$ cat src/sv/lobfs_pkg.sv
// lobfs_pkg: shared types, operation and result codes for the order book core
// used by lobfs_out_stage and limit_order_book_fill_sim_core
package lobfs_pkg;

    localparam int SIDE_DEPTH_DEF = 32;

    // operation codes on the input tuser
    localparam logic [1:0] OP_ADD    = 2'd0;
    localparam logic [1:0] OP_CANCEL = 2'd1;
    localparam logic [1:0] OP_TRADE  = 2'd2;

    // result kinds on the output tuser
    localparam logic [2:0] KIND_ACK       = 3'd0;
    localparam logic [2:0] KIND_FILL      = 3'd1;
    localparam logic [2:0] KIND_CANCELLED = 3'd2;
    localparam logic [2:0] KIND_NOT_FOUND = 3'd3;
    localparam logic [2:0] KIND_DUPLICATE = 3'd4;
    localparam logic [2:0] KIND_SIDE_FULL = 3'd5;

    // one resting order as stored in the book memory
    typedef struct packed {
        logic [15:0] id;
        logic [31:0] price;
        logic [31:0] qty;
    } entry_t;

    // one result beat
    typedef struct packed {
        logic [2:0]  kind;
        logic [15:0] id;
        logic [31:0] qty;
        logic [31:0] price;
        logic        full;
        logic        last;
    } res_t;

endpackage

$ cat src/sv/lobfs_out_stage.sv
// lobfs_out_stage: registered result beat between the book sequencer and the master port
// depends on lobfs_pkg for the result beat type
module lobfs_out_stage
    import lobfs_pkg::*;
(
    input  logic        aclk,
    input  logic        aresetn,
    input  logic        push,
    input  res_t        push_beat,
    output logic        ready,
    output logic        m_tvalid,
    input  logic        m_tready,
    output logic [87:0] m_tdata,   // result_id, fill_quantity, fill_price, order_done
    output logic [2:0]  m_tuser,   // kind
    output logic        m_tlast
);

    logic valid_reg;
    res_t beat_reg;

    assign ready = !valid_reg || m_tready;

    // hold a beat until the master side takes it
    always_ff @(posedge aclk) begin
        if (!aresetn) begin
            valid_reg <= 1'b0;
        end else if (ready) begin
            valid_reg <= push;
        end
    end

    always_ff @(posedge aclk) begin
        if (ready && push) begin
            beat_reg <= push_beat;
        end
    end

    assign m_tvalid = valid_reg;
    assign m_tdata  = {7'd0, beat_reg.full, beat_reg.price, beat_reg.qty, beat_reg.id};
    assign m_tuser  = beat_reg.kind;
    assign m_tlast  = beat_reg.last;

endmodule

$ cat config.mk
export PLATFORM = sky130hd
export DESIGN_NAME = lobfs_out_stage
export DESIGN_NICKNAME = d
export VERILOG_FILES = /design/src/sv/lobfs_pkg.sv /design/src/sv/lobfs_out_stage.sv
export SDC_FILE = /design/constraint.sdc
export NUM_CORES = 1
export LEC_CHECK = 0
export BUFFER_PORTS_ARGS = -buffer_cell sky130_fd_sc_hd__buf_2
export CAP_MARGIN = 40
export CORE_MARGIN = 5
export CORE_UTILIZATION = 44
export CTS_CLUSTER_SIZE = 8
export DETAILED_ROUTE_END_ITERATION = 10
export GPL_TIMING_DRIVEN = 0
export PLACE_DENSITY_LB_ADDON = 0.25
export SYNTH_ARGS = -nofsm -noshare
export SYNTH_HDL_FRONTEND = slang
export SYNTH_SLANG_ARGS = --single-unit
$ cat constraint.sdc
create_clock -name aclk -period 2.6 [get_ports aclk]
set_clock_uncertainty 0.2 [all_clocks]
set_input_delay 0.13 -clock aclk [delete_from_list [all_inputs] [get_ports aclk]]
set_output_delay 0.13 -clock aclk [all_outputs]
set_load 0.05 [all_outputs]
==> impl_metrics.sql, run 1 <==
INSERT INTO impl_metrics (metric_group, metric, value, unit) VALUES
('yosys', 'synth.lib_cells_used.distinct', '8', ''),
('setup_path', 'worstSetupPathType', 'flop to flop', ''),
('floorplan', 'floorplan.die.width', '87.8', 'microns'),
('setup_path', 'cp_data_arrival_time', '1.61', 'ns'),
('floorplan', 'dieArea', '7720', 'sq um'),
('yosys', 'netlist_top_cells_area', 'sky130_fd_sc_hd__edfxtp_1, sky130_fd_sc_hd__buf_4, sky130_fd_sc_hd__dfxtp_1', ''),
('placement', 'placed_cells_incl_taps', '355', ''),
('finish', 'num_antenna_cells', '0', ''),
('clock_network', 'clkSlewWorstSetupHoldPaths', '0.08', 'ns'),
('drt', 'vias', '1983', ''),
('clock_network', 'cts_h_tree_lvls', '3', ''),
('placement', 'gp_congestion', '0.710', ''),
('floorplan', 'num_rows', '28', ''),
('timing', 'remaining_max_slew_budget_at_the_tightest_pin', '64.1', '%'),
('clock_network', 'cts.repair.resized', '0', ''),
('setup_path', 'critPathBufInv', '1', ''),
('setup_path', 'setup.worst_path.end_class', 'flop', ''),
('power_and_ir_drop', 'p_per_area', '642', 'nW/um^2'),
('timing', 'slew_at_the_pin_closest_to_its_max_slew_limit', '0.539', 'ns'),
('clock_network', 'ctsRootBufferMaster', 'sky130_fd_sc_hd__clkbuf_8', ''),
('placement', 'place_hpwl', '4590', 'microns'),
('finish', 'filler_cell_count', '333', ''),
('finish', 'regArea', '2570', 'sq um'),
('run', 'timing.max_cap.violations', '0', ''),
('timing', 'final_period_minus_worst_setup_slack', '1.78', 'ns'),
('clock_network', 'max-clock-path-buffers', '2', ''),
('power_and_ir_drop', 'vdd_ir_drop_max', '0.464', 'mV'),
('yosys', 'synth_warnings', '0', ''),
('placement', 'port-buffer-count', '175', ''),
('clock_network', 'clock_latency', '0.34', 'ns'),
('drt', 'wl', '7790', 'microns'),
('setup_path', 'critical_path.max_stage_delay', '0.49', 'ns'),
('timing', 'hold_violations', '0', ''),
('yosys', 'ys_seq_elements', '86', ''),
('setup_path', 'crit_path_cell_trace', 'nand2b_4, and2_4, buf_12', ''),
('yosys', 'synthesis.area', '2670', 'sq um'),
('floorplan', 'start_util', '45.0', '%'),
('clock_network', 'cts_tree', 'done', ''),
('timing', 'final_clock_period_utilization_by_the_worst_path', '68.4', '%'),
('finish', 'final_common_cell', 'sky130_fd_sc_hd__buf_2', ''),
('clock_network', 'cts.repair_timing.setup_buffer_count', '0', ''),
('global_routing', 'grt_max_degree', '46', ''),
('drt', 'drcViolationCount', '0', ''),
('finish', 'most-common-layout-cells', 'sky130_fd_sc_hd__buf_2, sky130_fd_sc_hd__dlygate4sd3_1, sky130_fd_sc_hd__edfxtp_1, sky130_fd_sc_hd__clkbuf_8', ''),
('worst_hold_path', 'timing.hold.worst.class', 'input port to flop', ''),
('timing', 'rsz0062_at_grt', 'false', ''),
('clock_network', 'cts_inserted_buffers', '9', ''),
('finish', 'multi_input_area', '60.1', 'sq um'),
('clock_network', 'cts_hold_repair.buffers', '87', ''),
('timing', 'report.final.slew_viol_count', '0', ''),
('floorplan', 'vertical_extent_of_the_die', '87.8', 'microns'),
('floorplan', 'coreArea', '5920', 'sq um'),
('yosys', 'syn_inst', '98', ''),
('timing', 'timing.hold.ws', '0.287', 'ns'),
('drt', 'avgRoutedWirePerCell', '17.0', 'microns'),
('timing', 'max_freq', '563', 'MHz'),
('global_routing', 'globalRouteOverflowTotal', '0', ''),
('yosys', 'synth_largest_type_area_fraction', '95.7', '%'),
('finish', 'non_filler_instance_count_after_layout', '458', ''),
('global_routing', 'grt_antenna_before_repair', '0', ''),
('setup_path', 'required', '2.43', 'ns'),
('power_and_ir_drop', 'leakage', '2.06', 'nW'),
('finish', 'utilization', '79.5', '%'),
('setup_path', 'startpoint_type', 'flop', ''),
('drt', 'route.antenna.remaining_nets', '0', ''),
('yosys', 'yosys.area.top_type', 'sky130_fd_sc_hd__edfxtp_1', ''),
('drt', 'drtPass1Iterations', '6', ''),
('outcome', 'outcome', 'completed', ''),
('global_routing', 'via_count_of_the_first_global_routing_pass', '2231', ''),
('timing', 'setup_violations', '0', ''),
('drt', 'average_vias_per_placed_instance', '4.33', '');
[sequential cells by signal, indices dropped and copies added (netlist names)]
name      cells
m_tdata      81
m_tlast       1
m_tuser       3
m_tvalid      1
[logic make-up (layout without fill, tap and decap cells)]
family | Yosys count | in the layout | synth area share [%]
and+or+nand+nor | 2 | 2 | 0.845
other | 1 | 7 | 0.141
AOI/OAI and AO/OA | 1 | 1 | 0.422
DFF | 86 | 86 | 96.5
buffers and inverters | 8 | 287 | 2.11
[power breakdown]
part	switching [mW]	total [mW]	internal [mW]
sequential	0.0205	1.64	1.62
clock	0.443	0.783	0.340
combinational	0.404	0.600	0.196
[per-stage QoR]
step	worst slack, ns	power [mW]	area, sq um
after global routing	0.709	3.15	4710
after global placement	0.740	2.15	3660
after detailed placement	0.818	2.16	3680
after CTS	0.811	3.03	4710
final	0.823	3.02	4710
after floorplan	0.547	2.01	2690
[cells in the mapped netlist, drive strengths merged]
cell type	n
a21boi	1
conb	1
and2	1
inv	1
edfxtp	85
nand2b	1
buf	7
dfxtp	1
[area by class of cell]
cell class,count,share of cell area (%)
Buffer,7,1.12
Clock buffer,11,2.79
Clock inverter,5,0.558
Inverter,1,0.0797
Multi-Input combinational cell,10,1.28
Sequential cell,86,54.7
Tap cell,75,1.99
Timing Repair Buffer,263,37.5
[worst paths after layout]
path	start	to	slack, ns	depth (start not counted)
setup / recovery	m_tvalid	m_tdata[33]	0.82	3
hold / removal	push_beat[25]	m_tdata[71]	0.29	2
setup reg to reg	m_tvalid	m_tdata[33]	0.82	3
hold reg to reg	m_tvalid	m_tdata[12]	0.81	2
[layer usage]
layer | vias to the layer above | share of wire [%] | wire length, microns | global-route usage (%)
li1 | 929 | - | - | -
met1 | 921 | 32 | 2460 | 20.3
met2 | 116 | 54 | 4170 | 37.9
met3 | 17 | 12 | 972 | 9.88
met4 | 0 | 2.4 | 185 | 7.95
met5 | - | 0 | 0 | 0
No activity file was read; power rests on OpenSTA's default activity.
==> run 2: changes to the inputs <==
--- a/config.mk
+++ b/config.mk
@@ -8,7 +8,7 @@
 export BUFFER_PORTS_ARGS = -buffer_cell sky130_fd_sc_hd__buf_2
 export CAP_MARGIN = 40
 export CORE_MARGIN = 5
-export CORE_UTILIZATION = 44
+export CORE_UTILIZATION = 37
 export CTS_CLUSTER_SIZE = 8
 export DETAILED_ROUTE_END_ITERATION = 10
 export GPL_TIMING_DRIVEN = 0
==> constraint.sdc (replaced) <==
create_clock -name aclk -period 1.4 [get_ports aclk]
set_clock_uncertainty 0.2 [all_clocks]
set_input_delay 0.07 -clock aclk [delete_from_list [all_inputs] [get_ports aclk]]
set_output_delay 0.07 -clock aclk [all_outputs]
set_load 0.05 [all_outputs]
==> run 2 against run 1 <==
Net effect:
- the run now ends with negative hold slack left
- power increased by 100%
- combinational power increased by 98%
- fmax increased by 29%
- wire length decreased by 1.6%
- sequential cell count unchanged
- via count increased by 2.6%
- highest routed layer unchanged
==> impl_metrics.sql, run 2 (synthesized netlist as in run 1, its figures left out) <==
INSERT INTO impl_metrics (metric_group, metric, value, unit) VALUES
('worst_hold_path', 'timing.hold.worst.class', 'input port to flop', ''),
('floorplan', 'ios', '183', ''),
('drt', 'initialDrtViolationCount', '34', ''),
('setup_path', 'setup.worst_path.end_class', 'flop', ''),
('floorplan', 'num_rows', '31', ''),
('timing', 'setup_violations', '0', ''),
('drt', 'wl', '7670', 'microns'),
('finish', 'most-common-layout-cells', 'sky130_fd_sc_hd__buf_2, sky130_fd_sc_hd__dlygate4sd3_1, sky130_fd_sc_hd__edfxtp_1, sky130_fd_sc_hd__buf_4, sky130_fd_sc_hd__clkbuf_8', ''),
('timing', 'timing.hold.ws', '-0.180', 'ns'),
('finish', 'final_common_cell', 'sky130_fd_sc_hd__buf_2', ''),
('setup_path', 'crit_path_cell_trace', 'nand2b_4, and2_4, buf_8, clkbuf_16', ''),
('drt', 'vias', '2034', ''),
('clock_network', 'cts_tree', 'done', ''),
('global_routing', 'grt_max_degree', '24', ''),
('finish', 'layout-drive-gt1-share', '53.8', '%'),
('timing', 'final_clock_period_utilization_by_the_worst_path', '98.6', '%'),
('global_routing', 'wire_length_of_the_first_global_routing_pass', '11100', 'microns'),
('finish', 'num-nets-final', '478', ''),
('placement', 'placed_cells_incl_taps', '379', ''),
('timing', 'report.final.slew_viol_count', '0', ''),
('setup_path', 'worst_path_max_delay_cell', 'sky130_fd_sc_hd__dfxtp_4', ''),
('clock_network', 'cts.sink_count', '86', ''),
('power_and_ir_drop', 'vdd_ir_drop_max', '0.631', 'mV'),
('floorplan', 'start_util', '37.4', '%'),
('global_routing', 'grt_antenna_before_repair', '0', ''),
('finish', 'filler_cell_count', '511', ''),
('placement', 'port-buffer-count', '175', ''),
('timing', 'hold_violations', '1', ''),
('drt', 'route.antenna.remaining_nets', '0', ''),
('finish', 'layout.cell_area.non_filler', '4970', 'sq um'),
('placement', 'placed_cell_area', '3710', 'sq um'),
('timing', 'max_freq', '724', 'MHz'),
('placement', 'gp_congestion', '0.683', ''),
('floorplan', 'vertical_extent_of_the_die', '94.9', 'microns'),
('setup_path', 'critPathBufInv', '2', ''),
('clock_network', 'ctsRootBufferMaster', 'sky130_fd_sc_hd__clkbuf_8', ''),
('timing', 'rsz0062_at_grt', 'true', ''),
('setup_path', 'cp_data_arrival_time', '1.25', 'ns'),
('floorplan', 'coreArea', '7140', 'sq um'),
('drt', 'drcViolationCount', '0', ''),
('setup_path', 'worstSetupPathType', 'flop to flop', ''),
('global_routing', 'groute.usage.overall', '16.8', '%'),
('outcome', 'outcome', 'finished with violations', ''),
('setup_path', 'critical_path.max_stage_delay', '0.36', 'ns'),
('timing', 'final_period_minus_worst_setup_slack', '1.38', 'ns'),
('outcome', 'violations', 'negative hold slack', ''),
('global_routing', 'via_count_of_the_first_global_routing_pass', '2229', ''),
('setup_path', 'path_max_fanout', '6', ''),
('finish', 'max_reg_flops', '81', ''),
('setup_path', 'startpoint_type', 'flop', ''),
('clock_network', 'cts_inserted_buffers', '9', ''),
('clock_network', 'clock_latency', '0.34', 'ns'),
('drt', 'drtPass1Iterations', '4', ''),
('finish', 'non_filler_instance_count_after_layout', '493', ''),
('clock_network', 'max-clock-path-buffers', '2', ''),
('drt', 'average_vias_per_placed_instance', '4.13', ''),
('clock_network', 'cts_h_tree_lvls', '3', ''),
('setup_path', 'required', '1.26', 'ns'),
('floorplan', 'floorplan.die.width', '94.9', 'microns'),
('power_and_ir_drop', 'leakage', '2.17', 'nW'),
('floorplan', 'dieArea', '9000', 'sq um'),
('power_and_ir_drop', 'p_per_area', '1220', 'nW/um^2'),
('finish', 'layout-area-overhead-vs-synth', '86.4', '%'),
('clock_network', 'clkSlewWorstSetupHoldPaths', '0.08', 'ns'),
('drt', 'avgRoutedWirePerCell', '15.6', 'microns'),
('global_routing', 'globalRouteOverflowTotal', '0', ''),
('setup_path', 'gate_family_responsible_for_the_most_delay_along_the_worst_path', 'flip-flops', ''),
('run', 'timing.max_cap.violations', '0', ''),
('finish', 'num_antenna_cells', '0', '');
## run 2: worst paths after layout
check | depth (start not counted) | slack (ns) | start | to
setup / recovery | 4 | 0.02 | m_tvalid | m_tdata[9]
hold / removal | 3 | -0.18 | m_tready | m_tvalid
setup reg to reg | 4 | 0.02 | m_tvalid | m_tdata[9]
hold reg to reg | 2 | 0.32 | m_tvalid | m_tvalid
## run 2: layout make-up
class | count | area [sq um] | area share (%)
timing repair buffer | 272 | 1920 | 38.7
inverter | 1 | 3.75 | 0.0755
multi-input combinational | 12 | 76.3 | 1.54
clock inverter | 6 | 86.3 | 1.74
buffer | 7 | 52.6 | 1.06
tap | 99 | 124 | 2.49
sequential | 86 | 2580 | 51.8
clock buffer | 10 | 128 | 2.57
## run 2: stage by stage
stage | total power, mW | utilization, % | setup TNS (ns) | setup WS (ns)
2_1_floorplan | 3.73 | - | -41.50 | -0.488
3_3_place_gp | 4.00 | 51.7 | -39.81 | -0.472
3_5_place_dp | 4.02 | 52.0 | -20.63 | -0.379
4_1_cts | 6.10 | 68.3 | -0.793 | -0.0225
5_1_grt | 6.32 | 69.7 | -0.226 | -0.0112
6_report | 6.09 | 69.7 | 0 | 0.0194
## run 2: routing by layer
metal  wire length (microns)  vias up  track usage (%)
li1                        -      958                -
met1                    2650      944             16.9
met2                    4160      117             30.9
met3                     712       15             6.06
met4                     145        0             7.33
met5                       0        -                0
## run 2: power by group
part | internal [mW] | switching [mW]
clock network | 1.00 | 0.857
logic | 0.420 | 0.767
registers | 3.00 | 0.0364
total | 4.43 | 1.66
## run 2: worst reg2reg max path, stage by stage, from the launching register on
cell and delay (ns):
sky130_fd_sc_hd__dfxtp_4 0.36, sky130_fd_sc_hd__nand2b_4 0.09, sky130_fd_sc_hd__and2_4 0.17, sky130_fd_sc_hd__buf_8 0.14
sky130_fd_sc_hd__clkbuf_16 0.15
## run 2: timing repair
item / CTS / global route
setup buffers: 3 / 2
endpoints found under the setup margin: 85 / 47
pin swaps: 1 / 1
hold buffers: 87 / 1
cloned: 3 / 3
resized for setup: 2 / 4
endpoints found under the hold margin: 86 / 1
